## src/ps2hb_pkg.sv

```systemverilog
package ps2hb_pkg;

    // item kinds carried on the slave tuser
    typedef enum logic [1:0] {
        OP_EDGE = 2'd0,
        OP_TICK = 2'd1,
        OP_SEND = 2'd2
    } t_op;

    // configuration register indexes
    localparam logic CFG_AT_MODE = 1'b0;
    localparam logic CFG_TIMEOUT = 1'b1;

    localparam logic [3:0]  FRAME_AT   = 4'd11;
    localparam logic [3:0]  FRAME_XT   = 4'd10;
    localparam logic [3:0]  TX_BITS    = 4'd11;
    localparam logic [10:0] TX_FILL    = 11'h600;
    localparam logic [15:0] GAP_MAX    = 16'hffff;
    localparam logic [1:0]  DRIVE_IDLE = 2'd3;
    localparam logic [1:0]  DRIVE_RTS  = 2'd2;
    localparam logic [1:0]  DRIVE_REL  = 2'd2;

    typedef struct packed {
        logic [10:0] shift_frame;
        logic [3:0]  bit_count;
        logic        sending;
        logic [15:0] gap_ticks;
    } t_link_state;

    typedef struct packed {
        logic       send_rejected;
        logic [7:0] rx_byte;
        logic       rx_valid;
        logic [1:0] drive_lines;
        logic       drive_valid;
    } t_result;

endpackage

```

## src/ps2hb_step.sv

```systemverilog
module ps2hb_step (
    input  ps2hb_pkg::t_link_state i_state,
    input  logic                   i_at_mode,
    input  logic [15:0]            i_timeout_ticks,
    input  ps2hb_pkg::t_op         i_operation,
    input  logic                   i_data_line,
    input  logic [7:0]             i_send_byte,
    output ps2hb_pkg::t_link_state o_state,
    output ps2hb_pkg::t_result     o_result
);

    logic        late;
    logic [3:0]  frame_len;
    logic [3:0]  next_count;
    logic [10:0] rx_frame;
    logic [3:0]  rx_count;
    logic        tx_bit;

    assign late      = i_state.gap_ticks > i_timeout_ticks;
    assign frame_len = i_at_mode ? ps2hb_pkg::FRAME_AT : ps2hb_pkg::FRAME_XT;

    always_comb begin
        o_state    = i_state;
        o_result   = '0;
        next_count = i_state.bit_count + 4'd1;
        tx_bit     = 1'b0;
        rx_frame   = i_state.shift_frame;
        rx_count   = i_state.bit_count;
        case (i_operation)
            ps2hb_pkg::OP_EDGE: begin
                if (i_state.sending) begin
                    if (i_state.bit_count != 4'd0 &&
                        (i_state.bit_count >= ps2hb_pkg::TX_BITS || late)) begin
                        // stalled transmit: let go of the lines, gap timing untouched
                        o_state.shift_frame  = '0;
                        o_state.bit_count    = '0;
                        o_state.sending      = 1'b0;
                        o_result.drive_valid = 1'b1;
                        o_result.drive_lines = ps2hb_pkg::DRIVE_IDLE;
                    end else begin
                        if (i_state.bit_count < ps2hb_pkg::TX_BITS) begin
                            tx_bit = i_state.shift_frame[i_state.bit_count];
                        end
                        o_result.drive_valid = 1'b1;
                        o_result.drive_lines = ps2hb_pkg::DRIVE_REL | {1'b0, tx_bit};
                        o_state.bit_count    = next_count;
                        if (next_count >= ps2hb_pkg::TX_BITS) begin
                            o_state.shift_frame  = '0;
                            o_state.bit_count    = '0;
                            o_state.sending      = 1'b0;
                            o_result.drive_lines = ps2hb_pkg::DRIVE_IDLE;
                        end
                        o_state.gap_ticks = '0;
                    end
                end else begin
                    if (i_state.bit_count >= frame_len || late) begin
                        rx_frame = '0;
                        rx_count = '0;
                    end
                    rx_frame = rx_frame | (11'({i_data_line}) << rx_count);
                    rx_count = rx_count + 4'd1;
                    o_state.shift_frame = rx_frame;
                    o_state.bit_count   = rx_count;
                    if (rx_count == frame_len) begin
                        o_result.rx_valid = 1'b1;
                        o_result.rx_byte  = i_at_mode ? rx_frame[8:1] : rx_frame[9:2];
                    end
                    o_state.gap_ticks = '0;
                end
            end
            ps2hb_pkg::OP_TICK: begin
                if (i_state.gap_ticks < ps2hb_pkg::GAP_MAX) begin
                    o_state.gap_ticks = i_state.gap_ticks + 16'd1;
                end
            end
            ps2hb_pkg::OP_SEND: begin
                if (!i_at_mode) begin
                    o_result.send_rejected = 1'b1;
                end else begin
                    o_state.bit_count    = '0;
                    o_state.sending      = 1'b1;
                    o_state.shift_frame  = ps2hb_pkg::TX_FILL |
                                           {2'b00, ~(^i_send_byte), i_send_byte};
                    o_result.drive_valid = 1'b1;
                    o_result.drive_lines = ps2hb_pkg::DRIVE_RTS;
                end
            end
            default: begin
            end
        endcase
    end

endmodule

```

## src/ps2_host_bitbang_engine.sv

```systemverilog
// host side of an at/xt keyboard link. every slave transfer is one event:
// a keyboard clock edge with its sampled data bit, a time tick, or a byte
// to send; every event gives exactly one master transfer. the link state is
// updated in the cycle the event is taken and the result lands in an output
// register, so one event is taken per clock as long as the output side keeps
// up; an event is accepted while a result is still waiting only if that
// result leaves in the same cycle. master tvalid rises in the cycle after the
// slave transfer. configuration writes take effect on the next clock and
// are meant to be made while the link is idle.
module ps2_host_bitbang_engine (
    input  logic        i_clk,
    input  logic        i_rst_n,
    // configuration write port
    input  logic        i_cfg_we,
    input  logic        i_cfg_index,
    input  logic [15:0] i_cfg_data,
    // event stream
    input  logic        i_s_tvalid,
    output logic        o_s_tready,
    input  logic [15:0] i_s_tdata,    // [0] data_line, [8:1] send_byte, rest zero
    input  logic [1:0]  i_s_tuser,    // [1:0] operation
    // result stream
    output logic        o_m_tvalid,
    input  logic        i_m_tready,
    output logic [15:0] o_m_tdata     // [0] drive_valid, [2:1] drive_lines,
                                      // [3] rx_valid, [11:4] rx_byte,
                                      // [12] send_rejected, rest zero
);

    // configuration registers
    logic        r_at_mode;
    logic [15:0] r_timeout;

    // link state and the result register
    ps2hb_pkg::t_link_state r_state, n_state;
    ps2hb_pkg::t_result     r_result, n_result;
    logic                   r_m_valid;

    logic s_take;

    // the output register frees up when empty or when its transfer completes
    assign o_s_tready = !r_m_valid || i_m_tready;
    assign s_take     = i_s_tvalid && o_s_tready;

    ps2hb_step u_step (
        .i_state         (r_state),
        .i_at_mode       (r_at_mode),
        .i_timeout_ticks (r_timeout),
        .i_operation     (ps2hb_pkg::t_op'(i_s_tuser)),
        .i_data_line     (i_s_tdata[0]),
        .i_send_byte     (i_s_tdata[8:1]),
        .o_state         (n_state),
        .o_result        (n_result)
    );

    // configuration writes
    always_ff @(posedge i_clk) begin
        if (!i_rst_n) begin
            r_at_mode <= 1'b1;
            r_timeout <= 16'd10;
        end else if (i_cfg_we) begin
            case (i_cfg_index)
                ps2hb_pkg::CFG_AT_MODE: r_at_mode <= i_cfg_data[0];
                ps2hb_pkg::CFG_TIMEOUT: r_timeout <= i_cfg_data;
                default: begin
                end
            endcase
        end
    end

    // link state advances once per accepted event
    always_ff @(posedge i_clk) begin
        if (!i_rst_n) begin
            r_state <= '0;
        end else if (s_take) begin
            r_state <= n_state;
        end
    end

    // result register
    always_ff @(posedge i_clk) begin
        if (!i_rst_n) begin
            r_m_valid <= 1'b0;
        end else if (s_take) begin
            r_m_valid <= 1'b1;
        end else if (i_m_tready) begin
            r_m_valid <= 1'b0;
        end
    end

    always_ff @(posedge i_clk) begin
        if (s_take) begin
            r_result <= n_result;
        end
    end

    assign o_m_tvalid = r_m_valid;
    assign o_m_tdata  = {3'b000, r_result};

`ifndef SYNTHESIS
    // a transmit never sits beyond its last bit
    a_tx_count: assert property (@(posedge i_clk) disable iff (!i_rst_n)
        r_state.sending |-> (r_state.bit_count < ps2hb_pkg::TX_BITS))
        else $error("transmit bit count out of range");

    // one event reports at most one of a drive update, a received byte or a refusal
    a_one_kind: assert property (@(posedge i_clk) disable iff (!i_rst_n)
        o_m_tvalid |-> ($countones({r_result.drive_valid, r_result.rx_valid,
                                    r_result.send_rejected}) <= 1))
        else $error("result carries more than one kind of report");

    // a send taken in at mode starts a transmit and requests to send
    a_send_start: assert property (@(posedge i_clk) disable iff (!i_rst_n)
        (s_take && i_s_tuser == ps2hb_pkg::OP_SEND && r_at_mode && !i_cfg_we)
        |=> (r_state.sending && r_state.bit_count == 4'd0 &&
             r_result.drive_lines == ps2hb_pkg::DRIVE_RTS))
        else $error("send request did not start a transmit");
`endif

endmodule

```

## config.mk

```make
export PLATFORM = sky130hd
export DESIGN_NAME = ps2_host_bitbang_engine
export DESIGN_NICKNAME = d
export VERILOG_FILES = /design/src/ps2hb_pkg.sv /design/src/ps2hb_step.sv /design/src/ps2_host_bitbang_engine.sv
export SDC_FILE = /design/constraint.sdc
export NUM_CORES = 1
export LEC_CHECK = 0
export CAP_MARGIN = 15
export CORE_UTILIZATION = 60
export CTS_CLUSTER_SIZE = 8
export DETAILED_ROUTE_END_ITERATION = 12
export DONT_BUFFER_PORTS = 1
export GPL_TIMING_DRIVEN = 1
export PLACE_DENSITY_LB_ADDON = 0.15
export SLEW_MARGIN = 0
export SYNTH_ARGS = -nofsm -noshare
export SYNTH_HDL_FRONTEND = slang
export SYNTH_SLANG_ARGS = --single-unit
export TNS_END_PERCENT = 5
```

## constraint.sdc

```tcl
create_clock -name i_clk -period 7.4 [get_ports i_clk]
set_clock_uncertainty 0.15 [all_clocks]
set_input_delay 0.37 -clock i_clk [delete_from_list [all_inputs] [get_ports i_clk]]
set_output_delay 0.37 -clock i_clk [all_outputs]
set_load 0.02 [all_outputs]
```

==> key figures, run 1 <==
CTS
  – Cts hold-fix bufs: 10
  – Post-CTS sizing: 0
  – CTS tree: yes
  – Clk_lat worst skew: ~0.35 ns
  – Worst-path clk slew: ~0.070 ns
  – H-Tree Depth: 3
  – CTS Root Cell: clkbuf_8
  – Clock Path Buffers: 2
  – Num CTS Buffers: 9
  – CTS sink count: just over 60
  – Post-CTS Repair Setup Buffers: 0

Synth
  – Gate count of the mapped netlist: about 470
  – Post-synth EDFFs: 12
  – Yosys reg bits: 62
  – Distinct cells, synth: between 60 and 70
  – Ys flop type: dfxtp_1
  – Post-synthesis sequential area ratio: ~35%
  – Biggest area consumer among synthesized cells: dfxtp_1
  – Share of the synthesized area in the top cell type: a little over a quarter
  – Synth top area cells: dfxtp_1 26%, edfxtp_1 9.4%, ha_1 7.2%
  – Synth warn: 0
  – Post-synth ARST share: 0%
  – Syn_area_per_cell: 8.20 sq um
  – Mapped cell area: approximately 3800 sq um

Floorplan
  – Core Area: roughly 6000 sq um
  – Starting Density: 63.5%
  – Num ports: 58
  – Die W: between 80 and 90 microns
  – # rows: 28
  – Die Area: between 6000 and 7000 sq um
  – Die Ht: a little over 80 microns

Timing
  – Fin crit share: around 52%
  – Setup TNS: 0 ns
  – # setup viols final: 0
  – PnR worst setup slack: around 3.5 ns
  – Slew Viols, Final: 0
  – Max Freq: approximately 0.26 GHz
  – Least-Margin Pin Slew: between 1 and 1.5 ns
  – Final Hold Fails: 0
  – Minimum clock period after layout: 3.87 ns
  – RSZ-0062 raised after global routing: no
  – Rel. slew slack: 29.0%

Status
  – Outcome: finished, final reports clean

Cells and area
  – Commonest non-fill, non-tap cells in the layout: 67 x nand2_1, 53 x a21oi_1, 50 x dfxtp_1
  – Inserted Diodes: 0
  – Nets@finish: 527
  – Proportion of layout cells with a drive suffix above 1: roughly 9%
  – Commonest non-fill, non-tap cell in the layout: nand2_1
  – Layout area overhead: 8.13%

Global route
  – Total GRT Usage: between 30% and 40%
  – Vias in the first global route: 3,049
  – GR peak layer: met1
  – Met3 usage: under 10%
  – Initial antenna violation count: 0
  – Met1 global-route usage: about 45%
  – First-pass GRT wire length: about 15 mm
  – M2 GR Usage: between 40% and 50%
  – Grt ovf: 0
  – Largest net degree at the start of global routing: 26

Power and ir drop
  – PD cells: 195 nW/um^2
  – VDD IR max: around 130 uV
  – Leakage power: roughly 1.5 nW

Placement
  – GP Congestion: slightly above 0.9
  – Place WS: 3.62 ns
  – Post-DP HPWL: between 6 and 7 mm
  – PortBufs: 0

Worst setup path
  – WP data required: between 7 and 8 ns
  – Critical Path Source Type: register
  – CP Launch Point: r_state[17]$_SDFFE_PN0P_
  – WP data arrival: 3.88 ns
  – Max Fanout on Critical Path: 15
  – Critical path class: register to register
  – Worst reg2reg startpoint: r_state[17]$_SDFFE_PN0P_
  – Worst setup EP type: register

Worst hold path
  – Hold Path Class: input pin to register
  – HP Start: i_cfg_data[0]

Drt
  – Final wirelength: 9.67 mm
  – Routed Antenna Nets: 0
  – Initial DRC count: about 430
  – Drt wl/cell: approximately 18 microns
  – DRT Pass-1 Iters: 5
  – Drc violations: 0
  – Routed via count: roughly 3,500
  – Vias per cell: 6.46

Job
  – Max Cap Violations: 0
[cell usage after synthesis, drive strengths merged, types with 2 or more instances]
master	instances
o211ai	6
a211o	2
a221oi	6
a21oi	53
clkbuf	17
and4	3
mux4	2
nor2b	4
nor2	32
nand2	67
and3	6
nor4	8
o21a	2
mux2i	4
nand2b	4
a311oi	2
and2	4
o22ai	4
nor3	13
a22oi	2
buf	12
inv	29
xnor2	8
a31oi	7
a41o	2
a31o	4
dfxtp	50
edfxtp	12
nand4	5
a211oi	10
ha	22
or4	6
nand3	9
o21ai	29
o31ai	2
or3	8
[cells by family (layout without fill, tap and decap cells)]
| family | after synthesis | count (layout) | synth area share, % |
|---|---|---|---|
| simple gates | 172 | 172 | 22.4 |
| xor+xnor | 8 | 8 | 1.82 |
| other cells | 1 | 3 | 0.0975 |
| mux | 7 | 7 | 2.50 |
| flops | 62 | 62 | 35.4 |
| compound gates | 139 | 139 | 24.2 |
| fa+ha+maj | 22 | 22 | 7.15 |
| buf+inv | 58 | 57 | 6.44 |
[sequential cells by signal (all words and copies together) (netlist names)]
register and flops:
r_state 32, o_m_tvalid 1, o_m_tdata 12, r_at_mode 1, r_timeout 16
[final timing paths]
check	end	slack, ns	cells past startpoint
max	o_m_tdata[6]$_SDFFCE_PP0P_	3.53	10
min	r_timeout[0]$_SDFFE_PN0P_	0.005	2
max reg2reg	o_m_tdata[6]$_SDFFCE_PP0P_	3.53	10
min reg2reg	r_timeout[15]$_SDFFE_PN0P_	0.31	2
[critical path: stages, from the launching register on]
cell      delay (ns)
dfxtp_1         0.73
inv_1           0.30
ha_1            0.35
o21ai_0         0.08
a21boi_1        0.61
nor3_1          0.13
ha_1            0.31
nand2_1         0.06
nor4_1          0.40
nand3_2         0.26
nor4_1          0.30
[where the power goes]
part           internal (mW)  switching (mW)  total [mW]
Clock                  0.208           0.138       0.346
Sequential             0.357          0.0185       0.376
Combinational         0.0369          0.0547      0.0916
[through the flow]
stage | area (sq um) | cells | utilization, % | total power, mW | hold WS [ns]
2_1_floorplan | 3850 | 471 | - | 0.455 | 0.286
3_3_place_gp | 3820 | 518 | 63.0 | 0.464 | 0.292
3_5_place_dp | 3820 | 518 | 63.0 | 0.467 | 0.297
4_1_cts | 4150 | 544 | 68.5 | 0.814 | 0.00110
5_1_grt | 4160 | 545 | 68.6 | 0.847 | 0.00419
6_report | 4160 | 545 | 68.6 | 0.813 | 0.00538
[layer usage]
layer	vias to the layer above	part of all wire, %
li1	1685	-
met2	174	43
met5	-	0
met1	1641	47
met3	23	7.6
met4	0	2.0
[final cells by class]
cell class	instances	area, sq um
clock inverters	5	81.3
inverters	29	109
multi-input cells	351	2250
clock buffers	11	151
fillers	496	1900
flip-flops and latches	62	1360
repair buffers	12	118
well taps	75	93.8
(Power assumes the default switching activity.)
==> inputs of run 2 (changes only) <==
Clock period 7.4 ns to 4 ns, I/O delays scaled along.
==> run 2 against run 1 <==
  * The run now ends with hold timing left
  * Via count increased by 4.9%
  * Final cell count is 3.9% higher
  * Core utilization rose by 3.0 points
  * Clock power is 79% higher
  * Critical endpoint unchanged
==> key figures, run 2 (synthesis results as in run 1) <==
Status
  – Outcome: finished, violations left
  – Failing checks: hold timing

Power and ir drop
  – Total power: roughly 1.5 mW
  – Logic pwr share: a little over an eighth
  – Clock Power Share: a little over 40%
  – Leakage power: 1.58 nW
  – PD cells: 347 nW/um^2
  – Sequential share of power: 45.7%
  – Net Sw Frac: between 20% and 30%
  – Int Power: around 1.1 mW
  – Switching power: 0.397 mW
  – VDD IR max: around 260 uV

Cells and area
  – Final instance area: between 4000 and 5000 sq um
  – Nets@finish: roughly 550
  – Commonest non-fill, non-tap cell in the layout: nand2_1
  – Final-layout fill cell count: around 470
  – Max FFs per register: 32
  – Layout area overhead: 12.9%
  – Inserted Diodes: 0
  – Reg with most FFs: r_state
  – Commonest non-fill, non-tap cells in the layout: 67 x nand2_1, 53 x a21oi_1, 50 x dfxtp_1
  – Post-layout util: 71.7%
  – Proportion of layout cells with a drive suffix above 1: roughly 9.0%

Timing
  – Least-Margin Pin Slew: ~1.1 ns
  – Max Freq: 0.279 GHz
  – Fin crit share: around 90%
  – Setup TNS: 0 ns
  – Final Hold Fails: 1
  – Fin Hold WS: -0.00463 ns
  – RSZ-0062 raised after global routing: no
  – Slew Viols, Final: 0
  – Rel. slew slack: a little under a quarter
  – Minimum clock period after layout: between 3 and 4 ns
  – # setup viols final: 0

Job
  – Max Cap Violations: 0

Worst setup path
  – CP Launch Point: r_timeout[14]$_SDFFE_PN0P_
  – R2r endpoint: o_m_tdata[6]$_SDFFCE_PP0P_
  – Max Fanout on Critical Path: 10
  – WP data arrival: between 3 and 4 ns
  – CP max stage cell: a31oi_4
  – Critical Path Source Type: register
  – Cells on worst reg2reg path: 12
  – Worst setup EP type: register
  – WP data required: ~4.0 ns
  – Critical path class: register to register
  – Worst reg2reg startpoint: r_timeout[14]$_SDFFE_PN0P_
  – Critical Path Max Stage Delay: roughly 0.37 ns
  – Crit-path cells: inv_1, ha_1, nand4_2, nor4_2, a21bo_2, a31oi_4, nor3_1, ha_1, nand2_1, nor4_1, nand3_2, nor4_1
  – Reg2Reg Setup Slack: 0.42 ns

CTS
  – Post-CTS sizing: 0
  – H-Tree Depth: 3
  – Clock Path Buffers: 2
  – Post-CTS Repair Setup Buffers: 0
  – CTS sink count: 62
  – Clk_lat worst skew: approximately 0.35 ns
  – CTS tree: yes
  – Num CTS Buffers: 9
  – CTS Root Cell: clkbuf_8
  – Cts hold-fix bufs: 28
  – Worst-path clk slew: 0.07 ns

Drt
  – Initial DRC count: ~390
  – Routed via count: between 3,000 and 4,000
  – Drt wl/cell: about 18 microns
  – Vias per cell: roughly 6.5
  – Drc violations: 0
  – Routed Antenna Nets: 0
  – DRT Pass-1 Iters: 5
  – Final wirelength: 10.3 mm

Global route
  – Grt ovf: 0
  – First-pass GRT wire length: approximately 16 mm
  – Vias in the first global route: 3,297
  – Initial antenna violation count: 0
  – Total GRT Usage: between 30 and 40%
  – Largest net degree at the start of global routing: 25

Floorplan
  – Starting Density: between 60 and 70%
  – Die Ht: 82.1 microns
  – Die Area: between 6000 and 7000 sq um
  – Num ports: between 50 and 60
  – # rows: 28
  – Core Area: approximately 6100 sq um
  – Die W: 82.1 microns

Placement
  – DP Area: between 3000 and 4000 sq um
  – PortBufs: 0
  – GP Congestion: between 0.9 and 1
  – Post-DP HPWL: a little under 7 mm

Worst hold path
  – Hold Path Class: input pin to register
  – Hold path depth: 2
  – Worst hold endpoint: r_state[31]$_SDFFE_PN0P_
  – HP Start: i_s_tdata[0]
[run 2: cell count changes in the layout (fill, tap and decap cells not counted)]
cell	change
clkinv_4	-1
clkbuf_8	-1
clkinvlp_4	-1
clkinv_2	+1
clkbuf_1	+2
dlygate4sd3_1	+17
buf_4	+4
[run 2: worst max-delay path: cells and delay by family, from the launching register on]
kind,cells,cell delay [ns]
AO/OA/AOI/OAI,2,0.67
adder cells (fa/ha/maj),2,0.60
buffers and inverters,1,0.06
flip-flops,1,0.36
AND/OR/NAND/NOR,7,1.55
[run 2: metal layers]
layer / GRT usage (%) / wire length, microns
met1: 46.5 / 4620
met2: 48.3 / 4560
met3: 6.56 / 1000
met4: 10.4 / 140
met5: 0 / 0
[run 2: how the worst max path moves through the flow]
stage	to	slack, ns
2_1_floorplan	o_m_tdata[6]$_SDFFCE_PP0P_	0.89
3_3_place_gp	o_m_tdata[6]$_SDFFCE_PP0P_	0.52
3_5_place_dp	o_m_tdata[6]$_SDFFCE_PP0P_	0.47
4_1_cts	o_m_tdata[6]$_SDFFCE_PP0P_	0.44
5_1_grt	o_m_tdata[6]$_SDFFCE_PP0P_	0.12
6_report	o_m_tdata[6]$_SDFFCE_PP0P_	0.42
[run 2: layout make-up]
cell class	count	area [sq um]	area share [%]
Clock inverter	4	70.1	1.61
Clock buffer	12	145	3.34
Sequential cell	62	1360	31.3
Tap cell	75	93.8	2.16
Multi-Input combinational cell	351	2250	51.7
Timing Repair Buffer	33	318	7.32
Inverter	29	109	2.51
[run 2: power groups by stage]
| stage | sequential [mW] | combinational (mW) | clock, mW |
|---|---|---|---|
| 2_1_floorplan | 0.693 | 0.148 | 0 |
| 3_3_place_gp | 0.699 | 0.161 | 0 |
| 3_5_place_dp | 0.701 | 0.166 | 0 |
| 4_1_cts | 0.687 | 0.195 | 0.622 |
| 5_1_grt | 0.690 | 0.219 | 0.651 |
| 6_report | 0.688 | 0.199 | 0.618 |
[run 2: through the flow]
stage,setup slack [ns],hold WS (ns),cells
2_1_floorplan,0.895,0.178,471
3_3_place_gp,0.518,0.122,522
3_5_place_dp,0.474,0.123,522
4_1_cts,0.440,0.000444,566
5_1_grt,0.119,0.0110,566
6_report,0.419,-0.00463,566
